**config.mk**
```make
export PLATFORM = sky130hd
export DESIGN_NAME = rc4_stream_cipher
export DESIGN_NICKNAME = d
export VERILOG_FILES = /design/src/rtl/rc4_pkg.sv /design/src/rtl/rc4_perm_ram.sv /design/src/rtl/rc4_ctrl.sv /design/src/rtl/rc4_stream_cipher.sv
export SDC_FILE = /design/constraint.sdc
export NUM_CORES = 2
export LEC_CHECK = 0
export BUFFER_PORTS_ARGS = -buffer_cell sky130_fd_sc_hd__buf_2
export CAP_MARGIN = 15
export CORE_MARGIN = 5
export CORE_UTILIZATION = 35
export DETAILED_ROUTE_END_ITERATION = 8
export SLEW_MARGIN = 20
export SYNTH_ARGS = -nofsm -noshare
export SYNTH_HDL_FRONTEND = slang
export SYNTH_SLANG_ARGS = --single-unit
```
**constraint.sdc**
```tcl
create_clock -name clk_i -period 4.8 [get_ports clk_i]
set_input_delay 0.72 -clock clk_i [delete_from_list [all_inputs] [get_ports clk_i]]
set_output_delay 0.72 -clock clk_i [all_outputs]
set_load 0.05 [all_outputs]
```
**src/rtl/rc4_pkg.sv**
```systemverilog
`timescale 1ns / 1ps
// ----------------------------------------------------------------------------
// RC4 stream cipher package
// Shared constants, sequencer state type and the table memory request struct.
// ----------------------------------------------------------------------------
package rc4_pkg;

  // Default number of key bytes cycled over the schedule
  localparam int unsigned KEY_BYTES = 4;
  // Bytes held by the key register
  localparam int unsigned KEY_REG_BYTES = 4;
  // Permutation table depth
  localparam int unsigned TABLE_SIZE = 256;
  // Last table index
  localparam logic [7:0] IDX_LAST = 8'(TABLE_SIZE - 1);

  typedef logic [7:0] rc4_byte_t;

  // Sequencer states
  typedef enum logic [3:0] {
    ST_IDLE,
    ST_FILL,
    ST_KSA_RD_I,
    ST_KSA_RD_J,
    ST_KSA_WR_I,
    ST_KSA_WR_J,
    ST_GEN_RD_I,
    ST_GEN_RD_J,
    ST_GEN_WR_I,
    ST_GEN_WR_J,
    ST_GEN_RD_K,
    ST_GEN_KEY,
    ST_DONE
  } rc4_state_e;

  // One write port and one read port on the permutation table
  typedef struct packed {
    logic      we;
    rc4_byte_t waddr;
    rc4_byte_t wdata;
    rc4_byte_t raddr;
  } rc4_mem_req_t;

endpackage

```
**src/rtl/rc4_perm_ram.sv**
```systemverilog
`timescale 1ns / 1ps
// ----------------------------------------------------------------------------
// RC4 permutation table
// Single write port, single read port memory with registered read data.
// ----------------------------------------------------------------------------
module rc4_perm_ram (
  input  logic                 clk_i,
  input  rc4_pkg::rc4_mem_req_t req_i,
  output rc4_pkg::rc4_byte_t   rdata_o
);

  rc4_pkg::rc4_byte_t mem [rc4_pkg::TABLE_SIZE];
  rc4_pkg::rc4_byte_t rdata_q;

  // Write one entry and read one entry per cycle
  always_ff @(posedge clk_i) begin
    if (req_i.we) begin
      mem[req_i.waddr] <= req_i.wdata;
    end
    rdata_q <= mem[req_i.raddr];
  end

  assign rdata_o = rdata_q;

endmodule

```
**src/rtl/rc4_ctrl.sv**
```systemverilog
`timescale 1ns / 1ps
// ----------------------------------------------------------------------------
// RC4 sequencer
// Steps the key schedule and keystream generation over the table memory,
// sharing one 8-bit three-operand adder for the j and keystream-index sums.
// ----------------------------------------------------------------------------
module rc4_ctrl #(
  parameter int unsigned KEY_BYTES = rc4_pkg::KEY_BYTES
) (
  input  logic                  clk_i,
  input  logic                  rst_ni,
  input  logic                  in_valid_i,
  output logic                  in_stall_o,
  input  logic                  mode_i,
  input  rc4_pkg::rc4_byte_t    plain_byte_i,
  input  logic [31:0]           key_i,
  input  logic                  out_free_i,
  output rc4_pkg::rc4_mem_req_t mem_req_o,
  input  rc4_pkg::rc4_byte_t    mem_rdata_i,
  output logic                  res_valid_o,
  output rc4_pkg::rc4_byte_t    res_byte_o,
  output logic                  keyed_o
);

  localparam int unsigned KIDX_W = (KEY_BYTES > 1) ? $clog2(KEY_BYTES) : 1;
  localparam logic [KIDX_W-1:0] KIDX_LAST = KIDX_W'(KEY_BYTES - 1);

  rc4_pkg::rc4_state_e state_q, state_d;
  rc4_pkg::rc4_byte_t  i_q, i_d;
  rc4_pkg::rc4_byte_t  j_q, j_d;
  rc4_pkg::rc4_byte_t  si_q, si_d;
  rc4_pkg::rc4_byte_t  sj_q, sj_d;
  rc4_pkg::rc4_byte_t  ks_q, ks_d;
  rc4_pkg::rc4_byte_t  data_q, data_d;
  logic                keyed_q, keyed_d;
  logic [KIDX_W-1:0]   kidx_q, kidx_d;

  rc4_pkg::rc4_byte_t  add_a, add_b, add_c, add_sum;
  rc4_pkg::rc4_byte_t  key_bytes [8];
  rc4_pkg::rc4_byte_t  key_sel;
  logic [2:0]          kidx_sel;
  logic                start;

  // Shared index adder
  assign add_sum = add_a + add_b + add_c;

  // Key byte lanes; lanes past the register read as zero
  always_comb begin
    for (int k = 0; k < 8; k++) begin
      key_bytes[k] = '0;
    end
    key_bytes[0] = key_i[7:0];
    key_bytes[1] = key_i[15:8];
    key_bytes[2] = key_i[23:16];
    key_bytes[3] = key_i[31:24];
  end

  assign kidx_sel = 3'(kidx_q);
  assign key_sel  = key_bytes[kidx_sel];
  assign start    = mode_i | ~keyed_q;
  assign keyed_o  = keyed_q;

  // Next state
  always_comb begin
    state_d = state_q;
    case (state_q)
      rc4_pkg::ST_IDLE: begin
        if (in_valid_i) begin
          state_d = start ? rc4_pkg::ST_FILL : rc4_pkg::ST_GEN_RD_I;
        end
      end
      rc4_pkg::ST_FILL: begin
        if (i_q == rc4_pkg::IDX_LAST) begin
          state_d = rc4_pkg::ST_KSA_RD_I;
        end
      end
      rc4_pkg::ST_KSA_RD_I: state_d = rc4_pkg::ST_KSA_RD_J;
      rc4_pkg::ST_KSA_RD_J: state_d = rc4_pkg::ST_KSA_WR_I;
      rc4_pkg::ST_KSA_WR_I: state_d = rc4_pkg::ST_KSA_WR_J;
      rc4_pkg::ST_KSA_WR_J: begin
        state_d = (i_q == rc4_pkg::IDX_LAST) ? rc4_pkg::ST_GEN_RD_I : rc4_pkg::ST_KSA_RD_I;
      end
      rc4_pkg::ST_GEN_RD_I: state_d = rc4_pkg::ST_GEN_RD_J;
      rc4_pkg::ST_GEN_RD_J: state_d = rc4_pkg::ST_GEN_WR_I;
      rc4_pkg::ST_GEN_WR_I: state_d = rc4_pkg::ST_GEN_WR_J;
      rc4_pkg::ST_GEN_WR_J: state_d = rc4_pkg::ST_GEN_RD_K;
      rc4_pkg::ST_GEN_RD_K: state_d = rc4_pkg::ST_GEN_KEY;
      rc4_pkg::ST_GEN_KEY: begin
        state_d = out_free_i ? rc4_pkg::ST_IDLE : rc4_pkg::ST_DONE;
      end
      rc4_pkg::ST_DONE: begin
        if (out_free_i) begin
          state_d = rc4_pkg::ST_IDLE;
        end
      end
      default: state_d = rc4_pkg::ST_IDLE;
    endcase
  end

  // Memory requests, adder operands and handshake outputs
  always_comb begin
    mem_req_o       = '0;
    mem_req_o.raddr = i_q;
    mem_req_o.waddr = i_q;
    add_a           = j_q;
    add_b           = mem_rdata_i;
    add_c           = '0;
    in_stall_o      = (state_q != rc4_pkg::ST_IDLE);
    res_valid_o     = 1'b0;
    res_byte_o      = data_q ^ mem_rdata_i;
    case (state_q)
      rc4_pkg::ST_FILL: begin
        mem_req_o.we    = 1'b1;
        mem_req_o.wdata = i_q;
      end
      rc4_pkg::ST_KSA_RD_J: begin
        add_c           = key_sel;
        mem_req_o.raddr = add_sum;
      end
      rc4_pkg::ST_KSA_WR_I, rc4_pkg::ST_GEN_WR_I: begin
        mem_req_o.we    = 1'b1;
        mem_req_o.wdata = mem_rdata_i;
      end
      rc4_pkg::ST_KSA_WR_J, rc4_pkg::ST_GEN_WR_J: begin
        mem_req_o.we    = 1'b1;
        mem_req_o.waddr = j_q;
        mem_req_o.wdata = si_q;
      end
      rc4_pkg::ST_GEN_RD_I: begin
        mem_req_o.raddr = i_q + 8'd1;
      end
      rc4_pkg::ST_GEN_RD_J: begin
        mem_req_o.raddr = add_sum;
      end
      rc4_pkg::ST_GEN_RD_K: begin
        add_a           = si_q;
        add_b           = sj_q;
        mem_req_o.raddr = add_sum;
      end
      rc4_pkg::ST_GEN_KEY: begin
        res_valid_o = out_free_i;
      end
      rc4_pkg::ST_DONE: begin
        res_valid_o = out_free_i;
        res_byte_o  = data_q ^ ks_q;
      end
      default: begin
      end
    endcase
  end

  // Index, key lane and captured table values
  always_comb begin
    i_d     = i_q;
    j_d     = j_q;
    si_d    = si_q;
    sj_d    = sj_q;
    ks_d    = ks_q;
    data_d  = data_q;
    keyed_d = keyed_q;
    kidx_d  = kidx_q;
    case (state_q)
      rc4_pkg::ST_IDLE: begin
        if (in_valid_i) begin
          data_d = plain_byte_i;
          if (start) begin
            i_d    = '0;
            j_d    = '0;
            kidx_d = '0;
          end
        end
      end
      rc4_pkg::ST_FILL: begin
        i_d = i_q + 8'd1;
      end
      rc4_pkg::ST_KSA_RD_J, rc4_pkg::ST_GEN_RD_J: begin
        si_d = mem_rdata_i;
        j_d  = add_sum;
      end
      rc4_pkg::ST_KSA_WR_J: begin
        i_d    = i_q + 8'd1;
        kidx_d = (kidx_q == KIDX_LAST) ? '0 : kidx_q + KIDX_W'(1);
        if (i_q == rc4_pkg::IDX_LAST) begin
          j_d     = '0;
          keyed_d = 1'b1;
        end
      end
      rc4_pkg::ST_GEN_RD_I: begin
        i_d = i_q + 8'd1;
      end
      rc4_pkg::ST_GEN_WR_I: begin
        sj_d = mem_rdata_i;
      end
      rc4_pkg::ST_GEN_KEY: begin
        ks_d = mem_rdata_i;
      end
      default: begin
      end
    endcase
  end

  // Control registers
  always_ff @(posedge clk_i or negedge rst_ni) begin
    if (!rst_ni) begin
      state_q <= rc4_pkg::ST_IDLE;
      i_q     <= '0;
      j_q     <= '0;
      keyed_q <= 1'b0;
      kidx_q  <= '0;
    end else begin
      state_q <= state_d;
      i_q     <= i_d;
      j_q     <= j_d;
      keyed_q <= keyed_d;
      kidx_q  <= kidx_d;
    end
  end

  // Payload registers
  always_ff @(posedge clk_i) begin
    si_q   <= si_d;
    sj_q   <= sj_d;
    ks_q   <= ks_d;
    data_q <= data_d;
  end

endmodule

```
**src/rtl/rc4_stream_cipher.sv**
```systemverilog
`timescale 1ns / 1ps
// ----------------------------------------------------------------------------
// RC4 stream cipher
// Encrypts or decrypts one byte per item with the RC4 keystream; a start item
// reruns the key schedule from the key register.
// ----------------------------------------------------------------------------
// Each accepted item returns one result byte; the block takes no new item
// until the current one is through. A continuing item steps through GEN_RD_I,
// GEN_RD_J, GEN_WR_I, GEN_WR_J, GEN_RD_K and GEN_KEY, as the permutation table
// (one read port, one write port) is read three times and written twice per
// keystream byte. An item with mode set (and any item before the first
// schedule) first fills the table, then runs KSA_RD_I, KSA_RD_J, KSA_WR_I and
// KSA_WR_J for each entry. The result waits in an output register, so the next
// item is accepted while it is still stalled.
module rc4_stream_cipher #(
  parameter int unsigned KEY_BYTES = rc4_pkg::KEY_BYTES
) (
  input  logic        clk_i,
  input  logic        rst_ni,
  // Key register write
  input  logic        cipher_key_we_i,
  input  logic [31:0] cipher_key_i,
  // Input item
  input  logic        in_valid_i,
  output logic        in_stall_o,
  input  logic        mode_i,
  input  logic [7:0]  plain_byte_i,
  // Result item
  output logic        out_valid_o,
  input  logic        out_stall_i,
  output logic [7:0]  cipher_byte_o
);

  logic [31:0]           key_q;
  logic                  out_valid_q;
  rc4_pkg::rc4_byte_t    cipher_byte_q;
  logic                  out_free;
  logic                  res_valid;
  rc4_pkg::rc4_byte_t    res_byte;
  logic                  keyed;
  rc4_pkg::rc4_mem_req_t mem_req;
  rc4_pkg::rc4_byte_t    mem_rdata;

  assign out_free = ~out_valid_q | ~out_stall_i;

  // Key register
  always_ff @(posedge clk_i or negedge rst_ni) begin
    if (!rst_ni) begin
      key_q <= '0;
    end else if (cipher_key_we_i) begin
      key_q <= cipher_key_i;
    end
  end

  rc4_ctrl #(
    .KEY_BYTES (KEY_BYTES)
  ) u_ctrl (
    .clk_i        (clk_i),
    .rst_ni       (rst_ni),
    .in_valid_i   (in_valid_i),
    .in_stall_o   (in_stall_o),
    .mode_i       (mode_i),
    .plain_byte_i (plain_byte_i),
    .key_i        (key_q),
    .out_free_i   (out_free),
    .mem_req_o    (mem_req),
    .mem_rdata_i  (mem_rdata),
    .res_valid_o  (res_valid),
    .res_byte_o   (res_byte),
    .keyed_o      (keyed)
  );

  rc4_perm_ram u_perm_ram (
    .clk_i   (clk_i),
    .req_i   (mem_req),
    .rdata_o (mem_rdata)
  );

  // Output valid: load on a new result, drop once taken
  always_ff @(posedge clk_i or negedge rst_ni) begin
    if (!rst_ni) begin
      out_valid_q <= 1'b0;
    end else if (res_valid) begin
      out_valid_q <= 1'b1;
    end else if (!out_stall_i) begin
      out_valid_q <= 1'b0;
    end
  end

  // Output byte: hold until the next result
  always_ff @(posedge clk_i) begin
    if (res_valid) begin
      cipher_byte_q <= res_byte;
    end
  end

  assign out_valid_o   = out_valid_q;
  assign cipher_byte_o = cipher_byte_q;

  // The block is busy in the cycle after it takes an item
  a_busy_after_accept : assert property (@(posedge clk_i) disable iff (!rst_ni)
    in_valid_i && !in_stall_o |=> in_stall_o)
    else $error("input accepted while previous item still in flight");

  // A result never overwrites an undelivered one
  a_no_overwrite : assert property (@(posedge clk_i) disable iff (!rst_ni)
    res_valid |-> (!out_valid_q || !out_stall_i))
    else $error("result loaded over a stalled output item");

  // A produced result shows up at the output
  a_result_shown : assert property (@(posedge clk_i) disable iff (!rst_ni)
    res_valid |=> out_valid_o)
    else $error("result lost before output register");

  // Once scheduled, the table stays keyed
  a_keyed_sticky : assert property (@(posedge clk_i) disable iff (!rst_ni)
    keyed |=> keyed)
    else $error("keyed flag dropped");

endmodule

```
==> run summary <==
Sequential fraction of the synthesis area - 0.737
Worst skew pair latency - 0.90 ns
Chip Width - 509 um
Reg2reg path depth - 19
Syn. warnings - 0
CP startpoint kind - flip-flop
Synth top area cells - edfxtp_1 72%, nand2_1 6.6%, nand3_1 3.1%
Synth Flop Type - edfxtp_1
DP Wirelength - 188 mm
Slew HR - 0.260
Core Rows - 183
Netlist cell types - 91
Largest net degree at the start of global routing - 113
Synth Instances - 6419
Grt ovf - 0
Post-synth ARST share - 0.0260
Crit-path max FO - 8
GP Congestion - 0.946
Final setup viols - 5
Clk sinks - 2152
CP Data Required Time - 5.60 ns
CTS H-Tree Depth - 4
CTS clock-pin slew for the worst setup and hold paths - 0.07 ns
Tmin final - 4.91 ns
Die height - 509 um
Flops & latches, synth - 2152
First-pass GRT wire length - 413 mm
CP endpoint kind - flip-flop
Count of final hold-check violations - 0
Area grow syn2layout - 23.3%
Setup slack after layout - -0.107 ns
Core region area - 248000 um2
Vias in the first global route - 57600
Via Count - 59700
Layout cells sized above 1 - 0.216
DRC - 0
CTS buffer count - 218
Most common cell in the synthesized netlist - edfxtp_1
Starting Density - 0.351
Area leader, netlist - edfxtp_1
Synth top area share - 0.719
Routed Antenna Nets - 0
Max Slew Vio Count - 0
Max Clk Rate - 0.204 GHz
Total GRT Usage - 0.216
Post-Syn Area - 87300 um2
Slew @ Worst Pin - 1.11 ns
Minimum hold slack - 0.0583 ns
RSZ-0062 raised after global routing - true
Io pins - 56
CTS tree - built
Status - complete, but fails checks
Port bufs - 55
Syn_nets - 6481
Critical path class - reg -> reg
Commonest cells in the netlist - 2088 x edfxtp_1, 1535 x nand2_1, 532 x nand3_1, 301 x nor2_1, 268 x buf_2
Hold path depth - 1
HP Class - in -> reg
Root Driver - clkbuf_16
Failing checks - setup timing
Worst r2r src - u_ctrl.state_q[0]$_DFFE_PN0P_
Initial antenna violation count - 12
R2r endpoint - u_perm_ram.rdata_o[3]$_DFF_P_
Syn avg cell area - 13.6 um2
Iter 0 DRT Violations - 8058
1st-pass router iterations - 6
Routed WL - 289 mm
Nets - 7300
Post-synth EDFFs - 2088
Routed length per instance - 26.9 um
Hold path start - plain_byte_i[1]
Clock skew - 0.0628 ns
Max-cap violations - 0
Routed vias/inst - 5.55
Final Cycle Share - 1.02
Die area - 259000 um2
Worst reg-to-reg setup slack - -0.11 ns
CP arrival - 5.71 ns
WHS Endpoint - u_ctrl.data_q[1]$_DFFE_PP_
Clock Path Buffers - 3
worst max-delay path: stages (launching register included):
cell and delay (ns):
dfrtp_1 0.43, nand4bb_4 0.26, buf_4 0.16, buf_4 0.19, mux2i_2 0.18, fa_1 0.57
inv_1 0.05, ha_2 0.38, buf_4 0.15, nand2b_4 0.06, a21oi_4 0.14, xor2_2 0.11
buf_4 0.16, a221oi_4 0.43, buf_6 0.18, nand3_4 0.07, buf_6 0.14, o211ai_1 0.71
o32ai_4 0.27, a211oi_2 0.22
cell usage in the layout (no fill, tap or decap), types with 13 or more instances in the layout:
cell	Yosys	layout
a211oi_1	67	53
a21oi_1	226	217
a221oi_1	41	26
a22o_1	27	27
a22oi_1	70	66
a311oi_1	51	41
a31oi_1	134	127
a32oi_1	23	19
and3_1	117	113
buf_12	0	141
buf_2	268	55
buf_4	32	781
buf_6	4	34
bufinv_16	0	21
clkbuf_1	92	48
clkbuf_16	0	226
clkinv_1	0	48
clkinv_2	0	42
clkinvlp_4	0	13
dfrtp_1	56	56
edfxtp_1	2088	2088
inv_1	48	39
mux2_2	32	32
mux2i_1	216	212
mux4_2	30	30
nand2_1	1535	1519
nand2_2	1	15
nand3_1	532	520
nor2_1	301	293
nor3_1	27	19
o211ai_1	15	15
o21ai_0	48	42
o22ai_1	53	49
registers in the layout, summed over array words and instances (netlist names):
register            flops
key_q                  32
u_ctrl.ks_q             8
u_ctrl.si_q             8
u_ctrl.j_q              8
cipher_byte_o           8
u_perm_ram.rdata_o      8
u_ctrl.state_q          4
out_valid_o             1
u_ctrl.keyed_o          1
u_ctrl.sj_q             8
u_ctrl.data_q           8
u_ctrl.kidx_q           2
u_perm_ram.mem       2048
u_ctrl.i_q              8
how the worst max path moves through the flow:
stage | depth (start not counted) | slack [ns] | endpoint | from
2_1_floorplan | 18 | 0.33 | u_perm_ram.rdata_o[6]$_DFF_P_ | u_ctrl.kidx_q[0]$_DFFE_PN0P_
3_3_place_gp | 20 | -0.89 | u_perm_ram.rdata_o[2]$_DFF_P_ | u_ctrl.state_q[0]$_DFFE_PN0P_
3_5_place_dp | 20 | -0.88 | u_perm_ram.rdata_o[2]$_DFF_P_ | u_ctrl.state_q[0]$_DFFE_PN0P_
4_1_cts | 20 | -0.06 | u_perm_ram.rdata_o[5]$_DFF_P_ | u_ctrl.kidx_q[0]$_DFFE_PN0P_
5_1_grt | 20 | -0.22 | u_perm_ram.rdata_o[5]$_DFF_P_ | u_ctrl.kidx_q[0]$_DFFE_PN0P_
6_report | 19 | -0.11 | u_perm_ram.rdata_o[3]$_DFF_P_ | u_ctrl.state_q[0]$_DFFE_PN0P_
routing by layer:
metal / vias to the layer above / wire [um] / track usage
li1: 25700 / - / -
met1: 30100 / 111000 / 0.288
met2: 3302 / 134000 / 0.342
met3: 662 / 29200 / 0.0433
met4: 8 / 15000 / 0.0995
met5: - / 52 / 0
repair_timing:
| item | 4_1_cts | 5_1_grt |
|---|---|---|
| gates cloned | 5 | 4 |
| hold endpoints to repair | 4 | 0 |
| buffers inserted | 39 | 37 |
| pin swaps | 47 | 48 |
| gates resized for setup | 128 | 121 |
| hold buffers | 4 | 0 |
| setup endpoints to repair | 8 | 8 |
layout make-up:
cell class                      count  area (um2)
Antenna cell                        7        17.5
Multi-Input combinational cell   3782       21900
Tap cell                         3330        4170
Inverter                           50         218
Clock buffer                      273        5780
Timing Repair Buffer             1034        9840
Fill cell                       22100      141000
Sequential cell                  2152       64300
Clock inverter                    138        1400
logic make-up after synthesis:
kind of cell	after synthesis	synth area share
compound gates	875	0.0690
xor+xnor	17	0.00186
fa+ha+maj	16	0.00298
buf+inv	485	0.0264
flops	2152	0.737
mux	278	0.0367
simple gates	2596	0.127
metrics by stage:
| stage | TNS (ns) | setup slack, ns | instance area [um2] | std cells | util |
|---|---|---|---|---|---|
| floorplan | 0 | 0.327 | 87300 | 6419 | - |
| global placement | -4.64 | -0.889 | 98100 | 10300 | 0.395 |
| detailed placement | -4.67 | -0.884 | 98100 | 10300 | 0.395 |
| CTS | -0.130 | -0.0630 | 107000 | 10700 | 0.429 |
| global route | -1.34 | -0.218 | 108000 | 10800 | 0.433 |
| finish | -0.373 | -0.107 | 108000 | 10800 | 0.433 |
Power is not shown: default switching activity piles up to over one toggle a cycle in this logic, so the estimate is an artifact.
